$ cat src/rtl/assert_macros.svh
// Assertion macros shared by the trickle timer RTL.
// Included by modules that check their own logic; no other dependencies.
`ifndef ASSERT_MACROS_SVH
`define ASSERT_MACROS_SVH

// Same-cycle implication, disabled during reset.
`define ASSERT_IMPL(label, clk, rst, ante, cons) \
   label: assert property (@(posedge clk) disable iff (rst) (ante) |-> (cons)) \
      else $error("assertion failed: same-cycle implication");

// Next-cycle implication, disabled during reset.
`define ASSERT_NEXT(label, clk, rst, ante, cons) \
   label: assert property (@(posedge clk) disable iff (rst) (ante) |=> (cons)) \
      else $error("assertion failed: next-cycle implication");

`endif

$ cat src/rtl/tat_pkg.sv
// Package for the trickle advertisement timer: beat structs, event codes,
// configuration register indexes and reset values. No dependencies.
`default_nettype none

package tat_pkg;

   localparam int unsigned EXP_W   = 5;
   localparam int unsigned CNT_W   = 32;
   localparam int unsigned RND_W   = 31;
   localparam int unsigned HEARD_W = 8;
   localparam int unsigned CSR_IDX_W  = 2;
   localparam int unsigned CSR_DATA_W = 8;

   localparam logic [EXP_W-1:0]   EXP_CAP = 5'd31;
   localparam logic [HEARD_W-1:0] HEARD_MAX = 8'd255;

   typedef enum logic [1:0] {
      FUNC_TICK  = 2'd0,
      FUNC_RESET = 2'd1,
      FUNC_HEARD = 2'd2,
      FUNC_STOP  = 2'd3
   } func_type;

   typedef enum logic [CSR_IDX_W-1:0] {
      CSR_MIN_INTERVAL_EXP = 2'd0,
      CSR_MAX_DOUBLINGS    = 2'd1,
      CSR_REDUNDANCY_LIMIT = 2'd2,
      CSR_LEAF_ONLY        = 2'd3
   } csr_index_type;

   localparam logic [EXP_W-1:0]   RST_MIN_INTERVAL_EXP = 5'd12;
   localparam logic [EXP_W-1:0]   RST_MAX_DOUBLINGS    = 5'd8;
   localparam logic [HEARD_W-1:0] RST_REDUNDANCY_LIMIT = 8'd10;
   localparam logic               RST_LEAF_ONLY        = 1'b0;

   typedef struct packed {
      func_type         func;
      logic             ready_to_advertise;
      logic             is_root;
      logic [RND_W-1:0] random_value;
   } req_type;

   typedef struct packed {
      logic             send_advert;
      logic [EXP_W-1:0] interval_exp;
      logic             timer_armed;
   } rsp_type;

   typedef struct packed {
      logic [EXP_W-1:0]   min_interval_exp;
      logic [EXP_W-1:0]   max_doublings;
      logic [HEARD_W-1:0] redundancy_limit;
      logic               leaf_only;
   } cfg_type;

endpackage

`default_nettype wire

$ cat src/rtl/tat_csr.sv
// Configuration registers of the trickle timer, written through a plain
// write port. Depends on tat_pkg.
`default_nettype none

module tat_csr (
   input  wire                                  clock,
   input  wire                                  reset,
   input  wire                                  csr_write_en,
   input  wire [tat_pkg::CSR_IDX_W-1:0]         csr_addr,
   input  wire [tat_pkg::CSR_DATA_W-1:0]        csr_wdata,
   output tat_pkg::cfg_type                     cfg
);
   import tat_pkg::*;

   cfg_type cfg_ff;
   cfg_type cfg_in;

   always_comb begin
      cfg_in = cfg_ff;
      if (csr_write_en) begin
         case (csr_index_type'(csr_addr))
            CSR_MIN_INTERVAL_EXP: cfg_in.min_interval_exp = csr_wdata[EXP_W-1:0];
            CSR_MAX_DOUBLINGS:    cfg_in.max_doublings    = csr_wdata[EXP_W-1:0];
            CSR_REDUNDANCY_LIMIT: cfg_in.redundancy_limit = csr_wdata[HEARD_W-1:0];
            CSR_LEAF_ONLY:        cfg_in.leaf_only        = csr_wdata[0];
            default:              cfg_in = cfg_ff;
         endcase
      end
   end

   always_ff @(posedge clock) begin
      if (reset) begin
         cfg_ff.min_interval_exp <= RST_MIN_INTERVAL_EXP;
         cfg_ff.max_doublings    <= RST_MAX_DOUBLINGS;
         cfg_ff.redundancy_limit <= RST_REDUNDANCY_LIMIT;
         cfg_ff.leaf_only        <= RST_LEAF_ONLY;
      end else begin
         cfg_ff <= cfg_in;
      end
   end

   assign cfg = cfg_ff;

endmodule

`default_nettype wire

$ cat src/rtl/tat_engine.sv
// Timer state and the single-pass event logic of the trickle timer.
// Depends on tat_pkg and assert_macros.svh.
`default_nettype none

`include "assert_macros.svh"

module tat_engine (
   input  wire              clock,
   input  wire              reset,
   input  wire              advance,
   input  tat_pkg::req_type req,
   input  tat_pkg::cfg_type cfg,
   output tat_pkg::rsp_type rsp
);
   import tat_pkg::*;

   logic [EXP_W-1:0]   cur_exp_ff, cur_exp_in;
   logic [CNT_W-1:0]   remaining_ff, remaining_in;
   logic [CNT_W-1:0]   rest_ff, rest_in;
   logic               send_phase_ff, send_phase_in;
   logic [HEARD_W-1:0] heard_ff, heard_in;
   logic               armed_ff, armed_in;

   logic               reset_ok;
   logic               can_grow;
   logic [EXP_W-1:0]   grown_exp;
   logic [EXP_W-1:0]   start_exp;
   logic [CNT_W-1:0]   whole;
   logic [CNT_W-1:0]   half;
   logic [CNT_W-1:0]   draw;
   logic               send;

   assign reset_ok = req.ready_to_advertise && !cfg.leaf_only &&
                     ((cur_exp_ff == '0) || (cur_exp_ff > cfg.min_interval_exp));
   assign can_grow = ({1'b0, cur_exp_ff} <
                      ({1'b0, cfg.min_interval_exp} + {1'b0, cfg.max_doublings})) &&
                     (cur_exp_ff < EXP_CAP);
   assign grown_exp = can_grow ? cur_exp_ff + 5'd1 : cur_exp_ff;
   assign start_exp = (req.func == FUNC_RESET) ? cfg.min_interval_exp : grown_exp;

   // The draw lies in the upper half of the interval; the random bits fill
   // the lower half-interval positions.
   assign whole = {{(CNT_W-1){1'b0}}, 1'b1} << start_exp;
   assign half  = whole >> 1;
   assign draw  = (half == '0) ? '0 :
                  (half | ({1'b0, req.random_value} & (half - {{(CNT_W-1){1'b0}}, 1'b1})));

   always_comb begin
      cur_exp_in    = cur_exp_ff;
      remaining_in  = remaining_ff;
      rest_in       = rest_ff;
      send_phase_in = send_phase_ff;
      heard_in      = heard_ff;
      armed_in      = armed_ff;
      send          = 1'b0;
      case (req.func)
         FUNC_TICK: begin
            if (armed_ff) begin
               if (remaining_ff <= {{(CNT_W-1){1'b0}}, 1'b1}) begin
                  remaining_in = '0;
                  armed_in     = 1'b0;
                  if (req.ready_to_advertise) begin
                     if (send_phase_ff) begin
                        send = req.is_root || (cfg.redundancy_limit == '0) ||
                               (heard_ff < cfg.redundancy_limit);
                        send_phase_in = 1'b0;
                        remaining_in  = rest_ff;
                        armed_in      = 1'b1;
                     end else begin
                        cur_exp_in    = grown_exp;
                        rest_in       = whole - draw;
                        send_phase_in = 1'b1;
                        heard_in      = '0;
                        remaining_in  = draw;
                        armed_in      = 1'b1;
                     end
                  end
               end else begin
                  remaining_in = remaining_ff - {{(CNT_W-1){1'b0}}, 1'b1};
               end
            end
         end
         FUNC_RESET: begin
            if (reset_ok) begin
               cur_exp_in    = cfg.min_interval_exp;
               rest_in       = whole - draw;
               send_phase_in = 1'b1;
               heard_in      = '0;
               remaining_in  = draw;
               armed_in      = 1'b1;
            end
         end
         FUNC_HEARD: begin
            if (heard_ff < HEARD_MAX) begin
               heard_in = heard_ff + 8'd1;
            end
         end
         default: begin
            armed_in     = 1'b0;
            remaining_in = '0;
         end
      endcase
   end

   always_ff @(posedge clock) begin
      if (reset) begin
         cur_exp_ff    <= '0;
         remaining_ff  <= '0;
         rest_ff       <= '0;
         send_phase_ff <= 1'b0;
         heard_ff      <= '0;
         armed_ff      <= 1'b0;
      end else if (advance) begin
         cur_exp_ff    <= cur_exp_in;
         remaining_ff  <= remaining_in;
         rest_ff       <= rest_in;
         send_phase_ff <= send_phase_in;
         heard_ff      <= heard_in;
         armed_ff      <= armed_in;
      end
   end

   assign rsp.send_advert  = send;
   assign rsp.interval_exp = cur_exp_in;
   assign rsp.timer_armed  = armed_in;

   // A stopped countdown always holds zero.
   `ASSERT_IMPL(a_idle_count_zero, clock, reset, !armed_ff, remaining_ff == '0)
   // Only a tick can trigger an advertisement.
   `ASSERT_IMPL(a_send_on_tick, clock, reset, advance && send, req.func == FUNC_TICK)

endmodule

`default_nettype wire

$ cat src/rtl/trickle_advertisement_timer.sv
// Path: a beat accepted into the input register moves into the result register
// when advance is high. Throughput: one beat per cycle while rsp_ready does not
// stall the result register, set by the single-pass event logic between the two.
// Reset is synchronous and active high; it clears the timer state, empties both
// registers and loads the configuration reset values.
// Top level of the trickle timer. Depends on tat_pkg, tat_csr, tat_engine and
// assert_macros.svh.
`default_nettype none

`include "assert_macros.svh"

module trickle_advertisement_timer (
   input  wire                           clock,
   input  wire                           reset,
   input  wire                           req_valid,
   output logic                          req_ready,
   input  tat_pkg::req_type              req_data,
   output logic                          rsp_valid,
   input  wire                           rsp_ready,
   output tat_pkg::rsp_type              rsp_data,
   input  wire                           csr_write_en,
   input  wire [tat_pkg::CSR_IDX_W-1:0]  csr_addr,
   input  wire [tat_pkg::CSR_DATA_W-1:0] csr_wdata
);
   import tat_pkg::*;

   cfg_type cfg;
   req_type in_data_ff;
   logic    in_valid_ff, in_valid_in;
   rsp_type rsp_next;
   rsp_type rsp_data_ff;
   logic    rsp_valid_ff, rsp_valid_in;
   logic    advance;
   logic    req_take;

   assign advance   = in_valid_ff && (!rsp_valid_ff || rsp_ready);
   assign req_ready = !in_valid_ff || advance;
   assign req_take  = req_valid && req_ready;

   assign in_valid_in  = req_take || (in_valid_ff && !advance);
   assign rsp_valid_in = advance || (rsp_valid_ff && !rsp_ready);

   tat_csr u_csr (
      .clock        (clock),
      .reset        (reset),
      .csr_write_en (csr_write_en),
      .csr_addr     (csr_addr),
      .csr_wdata    (csr_wdata),
      .cfg          (cfg)
   );

   tat_engine u_engine (
      .clock   (clock),
      .reset   (reset),
      .advance (advance),
      .req     (in_data_ff),
      .cfg     (cfg),
      .rsp     (rsp_next)
   );

   always_ff @(posedge clock) begin
      if (reset) begin
         in_valid_ff  <= 1'b0;
         rsp_valid_ff <= 1'b0;
      end else begin
         in_valid_ff  <= in_valid_in;
         rsp_valid_ff <= rsp_valid_in;
      end
   end

   always_ff @(posedge clock) begin
      if (req_take) begin
         in_data_ff <= req_data;
      end
      if (advance) begin
         rsp_data_ff <= rsp_next;
      end
   end

   assign rsp_valid = rsp_valid_ff;
   assign rsp_data  = rsp_data_ff;

   // A beat waiting in the input register is never dropped.
   `ASSERT_NEXT(a_in_held, clock, reset, in_valid_ff && !advance, in_valid_ff)
   // An advertisement always leaves the countdown running for the rest.
   `ASSERT_IMPL(a_send_armed, clock, reset, rsp_valid_ff && rsp_data_ff.send_advert, rsp_data_ff.timer_armed)

endmodule

`default_nettype wire
$ cat config.mk
export PLATFORM = sky130hd
export DESIGN_NAME = trickle_advertisement_timer
export DESIGN_NICKNAME = d
export VERILOG_FILES = /design/src/rtl/tat_pkg.sv /design/src/rtl/tat_csr.sv /design/src/rtl/tat_engine.sv /design/src/rtl/trickle_advertisement_timer.sv
export VERILOG_INCLUDE_DIRS = /design/src /design/src/rtl
export SDC_FILE = /design/constraint.sdc
export NUM_CORES = 1
export LEC_CHECK = 0
export ABC_CLOCK_PERIOD_IN_PS = 7320
export BUFFER_PORTS_ARGS = -buffer_cell sky130_fd_sc_hd__buf_2
export CELL_PAD_IN_SITES_DETAIL_PLACEMENT = 1
export CELL_PAD_IN_SITES_GLOBAL_PLACEMENT = 1
export CORE_MARGIN = 2
export CORE_UTILIZATION = 43
export CTS_CLUSTER_SIZE = 14
export DETAILED_ROUTE_END_ITERATION = 10
export GPL_ROUTABILITY_DRIVEN = 1
export GPL_TIMING_DRIVEN = 1
export PLACE_DENSITY_LB_ADDON = 0.1
export SYNTH_ARGS = -nofsm -noshare
export SYNTH_HDL_FRONTEND = slang
export SYNTH_HIERARCHICAL = 1
export SYNTH_SLANG_ARGS = --single-unit
export TNS_END_PERCENT = 20
$ cat constraint.sdc
create_clock -name clock -period 7.32 [get_ports clock]
set_clock_uncertainty 0.1 [all_clocks]
set_input_delay 0.366 -clock clock [delete_from_list [all_inputs] [get_ports clock]]
set_output_delay 0.366 -clock clock [all_outputs]
set_load 0.005 [all_outputs]
==> results.md, run 1 <==
## Setup path
* u_csr/cfg[9] — Critical Path Source
* 7.55 ns — required time of the worst setup path
* flop — capturing element type of the critical path
* 20 — critical path fanouts, max
* u_engine/rest_ff[28] — destination of the critical timing path
* u_csr/cfg[9] — Worst R2R Start
* 0.53 ns — slowest stage delay, CP
* sky130_fd_sc_hd__inv_1 — most repeated library cell on the critical path
* flop — type of element launching the critical path
* 34 — cell count of the worst reg-to-reg path
* flop to flop — classification of the worst setup path
* 7.19 ns — arrival time of the worst setup path
* u_engine/rest_ff[28] — end of the worst register-to-register path
* sky130_fd_sc_hd__or4_1 — slowest stage cell on the critical path
* 0.36 ns — setup slack, reg-to-reg

## Routing
* 795 — detailed router's first-iteration violation count
* 35,200 µm — sum of routed wire length over all layers
* 0 — DRC viols
* 5.89 — via density per instance
* 9,712 — number of vias in the routed layout
* 0 — DRT antenna net count
* 21.4 µm — average wire length per cell after detail routing
* 5 — number of iterations in the first detailed-routing pass

## Layout
* 12,000 µm² — final non-filler cell area
* 17.1% — share of post-route cells with drive strength above 1
* 19.7% — area overhead of the layout relative to synthesis
* 0 — count of inserted antenna diode cells
* 1,432 — nets

## Clocking
* 2 — CTS Buffer Depth
* built — CTS tree
* 17 — clock buffers created by TritonCTS
* 0.44 ns — Clk Latency, worst-skew pair
* sky130_fd_sc_hd__clkbuf_16 — Root Buffer
* 4 — H-tree level count
* 0.07 ns — clock-pin slew reported for the worst setup and hold paths after clock tree synthesis
* 141 — CTS Sinks

## Placed design
* 10,900 µm² — Placement Cell Area
* 57 — total of buffers placed on input and output ports
* 0.900 — placer's final routability congestion estimate
* 26,200 µm — Post-DP HPWL

## Die
* 44.0% — effective utilization at floorplan
* 59 — number of ports placed on the die boundary
* 157 µm — width of the die
* 157 µm — floorplan die height
* 24,600 µm² — Die ar.
* 55 — number of placement rows
* 22,800 µm² — core box area

## STA
* 0 — max-slew violation total from the final report
* 0 — number of hold violations in the final report
* 0 ns — final total negative setup slack
* 144 MHz — highest achievable clock rate
* 0 — Setup-failing EPs final
* 1.08 ns — actual transition at the worst max-transition pin
* 28.0% — Relative slew margins
* 95.1% — part of the cycle the worst path needs
* 6.96 ns — time the worst path needs with I/O delays and setup

## Run status
* complete, no violations — outcome

## GRT
* 56,000 µm — wire length of the first global-routing pass
* 0 — antenna violations before repair
* 64 — maximum number of pins on one net before global-route repair
* 9,706 — via count of the first global-routing pass
* 0 — final global-route overflow total
* 29.6% — global-route usage over all layers

## Synth
* 1,323 — net count after synthesis
* 1,215 — number of instances in the synthesized netlist
* 8.25 µm² — mean post-synth cell area
* 10,000 µm² — Post-Synthesis Cell Area
* 6 — count of warnings emitted by yosys

## Flow run
* 0 — # Max-Cap Violations

## Power and ir drop
* 4.98 nW — static leakage
* 214 nW/µm² — pwr dens
* 0.146 mV — worst vdd rail ir drop
* 2.57 mW — total power

## Min path
* input pin to flop — classification of the worst-slack hold path
* req_data[9] — startpoint of the tightest hold check path

## sequential cells by signal, indices dropped and copies added (netlist names), 5 cells and up
name / flops
in_data_ff: 34
u_engine/remaining_ff: 32
u_engine/rest_ff: 32
u_csr/cfg: 19
u_engine/heard_ff: 8
rsp_data: 7
u_engine/cur_exp_ff: 5
## metal layers
layer / up-vias / wire [µm] / GRT usage [%]
met5: - / 0 / 0
met4: 0 / 399 / 5.46
met3: 27 / 2250 / 5.10
met2: 295 / 15100 / 43.7
met1: 4725 / 17500 / 45.2
li1: 4665 / - / -
## layout by cell type (no fill, tap or decap), types with 5 or more instances in the layout
master                          count
sky130_fd_sc_hd__a21o_1            25
sky130_fd_sc_hd__nand4_1            6
sky130_fd_sc_hd__a211oi_1          23
sky130_fd_sc_hd__nor2_1           140
sky130_fd_sc_hd__ha_1              53
sky130_fd_sc_hd__a221oi_1          11
sky130_fd_sc_hd__nor4_1             8
sky130_fd_sc_hd__or2_2              8
sky130_fd_sc_hd__nand2b_1          40
sky130_fd_sc_hd__and3_1            13
sky130_fd_sc_hd__a21oi_1           78
sky130_fd_sc_hd__nand3_1           33
sky130_fd_sc_hd__or3_1              5
sky130_fd_sc_hd__buf_4             66
sky130_fd_sc_hd__dlygate4sd3_1     27
sky130_fd_sc_hd__xnor2_1           31
sky130_fd_sc_hd__xor2_1            27
sky130_fd_sc_hd__or4_1              5
sky130_fd_sc_hd__inv_1             53
sky130_fd_sc_hd__nor3_1            33
sky130_fd_sc_hd__o21ai_1            9
sky130_fd_sc_hd__dfxtp_1           98
sky130_fd_sc_hd__nand3b_1           7
sky130_fd_sc_hd__mux2i_1           29
sky130_fd_sc_hd__nand2_1          108
sky130_fd_sc_hd__and2_1             8
sky130_fd_sc_hd__nor2b_1           13
sky130_fd_sc_hd__nor3b_1            6
sky130_fd_sc_hd__o21ai_0           57
sky130_fd_sc_hd__a31oi_1           10
sky130_fd_sc_hd__a311oi_1           8
sky130_fd_sc_hd__buf_2             57
sky130_fd_sc_hd__a22o_1            11
sky130_fd_sc_hd__a22oi_1           23
sky130_fd_sc_hd__a21oi_2            6
sky130_fd_sc_hd__clkbuf_16         18
sky130_fd_sc_hd__o21a_1            10
sky130_fd_sc_hd__edfxtp_1          41
## per-stage QoR
stage,cells,hold slack [ns],worst slack [ns],util [%]
5_1_grt,1650,0.0000900,-0.0529,52.7
2_1_floorplan,1215,0.328,0.122,-
3_5_place_dp,1585,0.347,-0.195,47.9
6_report,1650,0.0131,0.362,52.7
4_1_cts,1646,0.000243,-0.0117,51.9
3_3_place_gp,1585,0.341,0.129,47.9
## critical path, delay by kind of cell (launching register included)
family / cells / cell delay, ns
compound gates: 14 / 2.79
simple gates: 6 / 1.30
xor+xnor: 2 / 0.29
fa+ha+maj: 5 / 1.23
flops: 1 / 0.35
buf+inv: 7 / 0.76
## worst min path at each step
| stage | endpoint | slack [ns] | depth (start not counted) |
|---|---|---|---|
| 2_1_floorplan | in_valid_ff | 0.33 | 1 |
| 4_1_cts | in_data_ff[6] | 0.0002 | 1 |
| 5_1_grt | in_data_ff[6] | 0.00009 | 1 |
| 3_3_place_gp | u_engine/rest_ff[14] | 0.34 | 2 |
| 6_report | in_data_ff[9] | 0.01 | 1 |
| 3_5_place_dp | u_engine/rest_ff[10] | 0.35 | 2 |
## final cells by class
| class | count | area, µm² |
|---|---|---|
| Tap cell | 313 | 392 |
| Timing Repair Buffer | 151 | 1060 |
| Multi-Input combinational cell | 960 | 6500 |
| Inverter | 53 | 199 |
| Clock buffer | 18 | 450 |
| Clock inverter | 14 | 165 |
| Fill cell | 2778 | 10800 |
| Sequential cell | 141 | 3240 |
## power breakdown
part	internal [mW]	switching (mW)	total [mW]
combinational	0.310	0.481	0.792
clock	0.508	0.413	0.922
sequential	0.834	0.0208	0.854
total	1.65	0.916	2.57
## what timing repair did
item                                    CTS  global route
pin swaps                                 3            17
hold buffers                             27             0
setup buffers                             2             4
hold endpoints to repair                 27             0
gates resized for setup                   5            40
cloned                                    0             0
endpoints found under the setup margin    6            19
(Power assumes the default switching activity.)
==> run 2: changes to the inputs <==
Settings changed: CORE_UTILIZATION 43 to 42, SYNTH_HIERARCHICAL 1 to unset.
==> results.md, run 2 <==
## Run status
* complete, no violations — outcome

## GRT
* 86 — maximum number of pins on one net before global-route repair, +34%
* 0 — antenna violations before repair, unchanged
* 56,300 µm — wire length of the first global-routing pass, +0.63%
* 9,815 — via count of the first global-routing pass, +1.1%
* 0 — final global-route overflow total, unchanged
* 29.3% — global-route usage over all layers, -0.31 points

## Layout
* in_data_ff x35, u_engine.remaining_ff x32, u_engine.rest_ff x32 — biggest registers after layout
* 1,469 — nets, +2.6%
* sky130_fd_sc_hd__nor2_1, sky130_fd_sc_hd__nand2_1, sky130_fd_sc_hd__a21oi_1 — commonest non-fill, non-tap cells in the layout
* 0 — count of inserted antenna diode cells, unchanged
* 2,911 — Filler Cell Count, +4.8%
* 49.9% — post-route core utilization, -2.8 points
* in_data_ff — register ranked first by flip-flop count
* sky130_fd_sc_hd__nor2_1 — commonest non-fill, non-tap cell in the layout
* 35 — flip-flop count of the largest register after layout, +2.9%
* 17.0% — area overhead of the layout relative to synthesis
* 13.8% — share of post-route cells with drive strength above 1, -3.2 points
* 11,700 µm² — final non-filler cell area, -2.7%

## Synth
* 0 — count of warnings emitted by yosys, -6
* 82 — Unique masters post-synth
* 7.77 µm² — mean post-synth cell area, -5.9%
* 1.73% — multiplexer share of the synthesized area
* sky130_fd_sc_hd__dfxtp_1 — Synth Flop Type
* 3.34% — post-synthesis xor/xnor area fraction
* 7.30% — adder-cell share of the synthesized area
* 1,392 — net count after synthesis, +5.2%
* 32.7% — post-synthesis sequential area ratio
* 26.5% — Post-Synth Simple-Gate Area
* 142 — synthesis-stage register bit count
* 1,285 — number of instances in the synthesized netlist, +5.8%
* simple AND/OR/NAND/NOR gates — combinational family with the most area after synthesis
* sky130_fd_sc_hd__dfxtp_1 — cell taking the most area after synthesis
* sky130_fd_sc_hd__nor2_1 — most frequent cell after synthesis
* 9980 µm² — Post-Synthesis Cell Area, -0.47%
* sky130_fd_sc_hd__dfxtp_1, sky130_fd_sc_hd__edfxtp_1, sky130_fd_sc_hd__ha_1, sky130_fd_sc_hd__nor2_1, sky130_fd_sc_hd__nand2_1 — biggest area contributors in the synthesized netlist
* sky130_fd_sc_hd__nor2_1, sky130_fd_sc_hd__nand2_1, sky130_fd_sc_hd__a21oi_1, sky130_fd_sc_hd__dfxtp_1, sky130_fd_sc_hd__o21ai_0 — synth cell count leaders
* 24.3% — post-synthesis compound-gate area fraction
* 20.1% — Synth top area share
* 42 — number of flops mapped to enable cells by yosys
* 0% — ys async rst share

## STA
* 6.88 ns — time the worst path needs with I/O delays and setup, -0.0780 ns
* 145 MHz — highest achievable clock rate, +1.1%
* 0 — Setup-failing EPs final, unchanged
* 94.0% — part of the cycle the worst path needs, -1.1 points
* 0 — max-slew violation total from the final report, unchanged
* 18.8% — Relative slew margins, -9.1 points
* 0 — number of hold violations in the final report, unchanged
* 1.22 ns — actual transition at the worst max-transition pin, +0.138 ns

## Clocking
* sky130_fd_sc_hd__clkbuf_16 — Root Buffer
* 17 — clock buffers created by TritonCTS, unchanged
* 142 — CTS Sinks, +0.71%
* 0.07 ns — clock-pin slew reported for the worst setup and hold paths after clock tree synthesis, about the same
* built — CTS tree
* 0.44 ns — Clk Latency, worst-skew pair, about the same
* 2 — CTS Buffer Depth, unchanged
* 4 — H-tree level count, unchanged

## Routing
* 21.1 µm — average wire length per cell after detail routing, -1.1%
* 6.01 — via density per instance, +2.0%
* 0 — DRC viols, unchanged
* 0 — DRT antenna net count, unchanged
* 35,800 µm — sum of routed wire length over all layers, +1.5%
* 869 — detailed router's first-iteration violation count, +9.3%
* 5 — number of iterations in the first detailed-routing pass, unchanged
* 10,200 — number of vias in the routed layout, +4.8%

## Die
* 23,400 µm² — core box area, +2.7%
* 158 µm — width of the die, +0.92%
* 158 µm — floorplan die height, +0.92%
* 56 — number of placement rows, +1.8%
* 59 — number of ports placed on the die boundary, unchanged
* 42.6% — effective utilization at floorplan, -1.4 points
* 25,000 µm² — Die ar., +1.8%

## Setup path
* u_csr.cfg[14] — Critical Path Source
* 7.15 ns — arrival time of the worst setup path, -0.04 ns
* u_engine.rest_ff[31] — end of the worst register-to-register path
* 0.41 ns — slowest stage delay, CP, -0.12 ns
* u_csr.cfg[14] — Worst R2R Start
* sky130_fd_sc_hd__fa_1 — slowest stage cell on the critical path
* flop — capturing element type of the critical path
* flop to flop — classification of the worst setup path
* 33 — cell count of the worst reg-to-reg path, -2.9%
* 7.59 ns — required time of the worst setup path, +0.04 ns
* flop — type of element launching the critical path
* 0.44 ns — setup slack, reg-to-reg, +0.08 ns
* 22 — critical path fanouts, max, +10%

## Min path
* req_data[13] — startpoint of the tightest hold check path
* in_data_ff[13] — Min-Delay Endpoint
* input pin to flop — classification of the worst-slack hold path
* 1 — hold depth, unchanged

## Placed design
* 58 — total of buffers placed on input and output ports, +1.8%
* 26,800 µm — Post-DP HPWL, +2.3%
* 0.988 — placer's final routability congestion estimate, +9.8%
* 10,700 µm² — Placement Cell Area, -1.6%

## Power and ir drop
* 217 nW/µm² — pwr dens, +1.4%
* 4.63 nW — static leakage, -7.1%
* 2.53 mW — total power, -1.4%
* 0.133 mV — worst vdd rail ir drop, -9.3%

## Flow run
* 0 — # Max-Cap Violations, unchanged

## run 2: changes by cell type in the layout (fill, tap and decap cells not counted), moves of 16 or more
cell                       delta
sky130_fd_sc_hd__nor2_1      +28
sky130_fd_sc_hd__nand2_1     +53
sky130_fd_sc_hd__buf_4       -23
sky130_fd_sc_hd__a21oi_1     +31
sky130_fd_sc_hd__nand2b_1    -16
sky130_fd_sc_hd__o21ai_0     +22
## run 2: where the power goes
part	internal, mW	total, mW	switching [mW]	leakage, nW
clock network	0.480	0.877	0.397	0.273
logic	0.290	0.788	0.498	3.13
registers	0.842	0.866	0.0246	1.22
## run 2: cell families after synthesis
logic type,count (synthesis)
AO/OA/AOI/OAI,367
buffers and inverters,105
flip-flops,142
multiplexers,17
XOR/XNOR,38
adder cells (fa/ha/maj),57
AND/OR/NAND/NOR,559
## run 2: final cells by class
class                   instances  area (µm²)  share of cell area, %
clock buffers                  18         429                   3.68
clock inverters                14         145                   1.24
inverters                      41         154                   1.32
multi-input cells            1038        6440                   55.1
flip-flops and latches        142        3260                   27.9
well taps                     319         399                   3.42
repair buffers                122         850                   7.28
## run 2: per-stage QoR
| stage | hold WS (ns) | cells | setup TNS, ns | worst slack, ns |
|---|---|---|---|---|
| after floorplan | 0.325 | 1285 | 0 | 0.292 |
| after global placement | 0.340 | 1636 | 0 | 0.385 |
| after detailed placement | 0.346 | 1636 | -0.0961 | -0.0694 |
| after CTS | 0.000135 | 1685 | 0 | 0.0275 |
| after global routing | 0.000415 | 1694 | -0.0215 | -0.0145 |
| final | 0.0111 | 1694 | 0 | 0.440 |
## run 2: repair_timing
item | in CTS | in global routing
endpoints found under the hold margin | 17 | 2
setup buffers | 0 | 7
hold buffers | 17 | 2
cloned | 0 | 0
pin swaps | 0 | 8
gates resized for setup | 3 | 30
endpoints found under the setup margin | 11 | 20
## run 2: worst max-delay path, delay by kind of cell (launching register included)
kind	cells	cell delay (ns)
adder cells (fa/ha/maj)	5	1.36
AO/OA/AOI/OAI	16	3.42
AND/OR/NAND/NOR	6	0.81
flip-flops	1	0.34
XOR/XNOR	2	0.30
buffers and inverters	4	0.46
## run 2: worst max-delay path by stage
stage	endpoint	slack, ns	depth (start not counted)
after floorplan	u_engine.rest_ff[26]	0.29	32
after global placement	u_engine.rest_ff[26]	0.38	34
after detailed placement	u_engine.rest_ff[31]	-0.07	33
after CTS	u_engine.rest_ff[26]	0.03	34
after global routing	u_engine.rest_ff[30]	-0.01	34
final	u_engine.rest_ff[31]	0.44	33
## run 2: metal layers
layer	global-route usage (%)	vias up	wire length, µm
li1	-	4834	-
met1	44.8	4967	18000
met2	42.8	326	15200
met3	3.59	48	1960
met4	8.32	0	682
met5	0	-	0
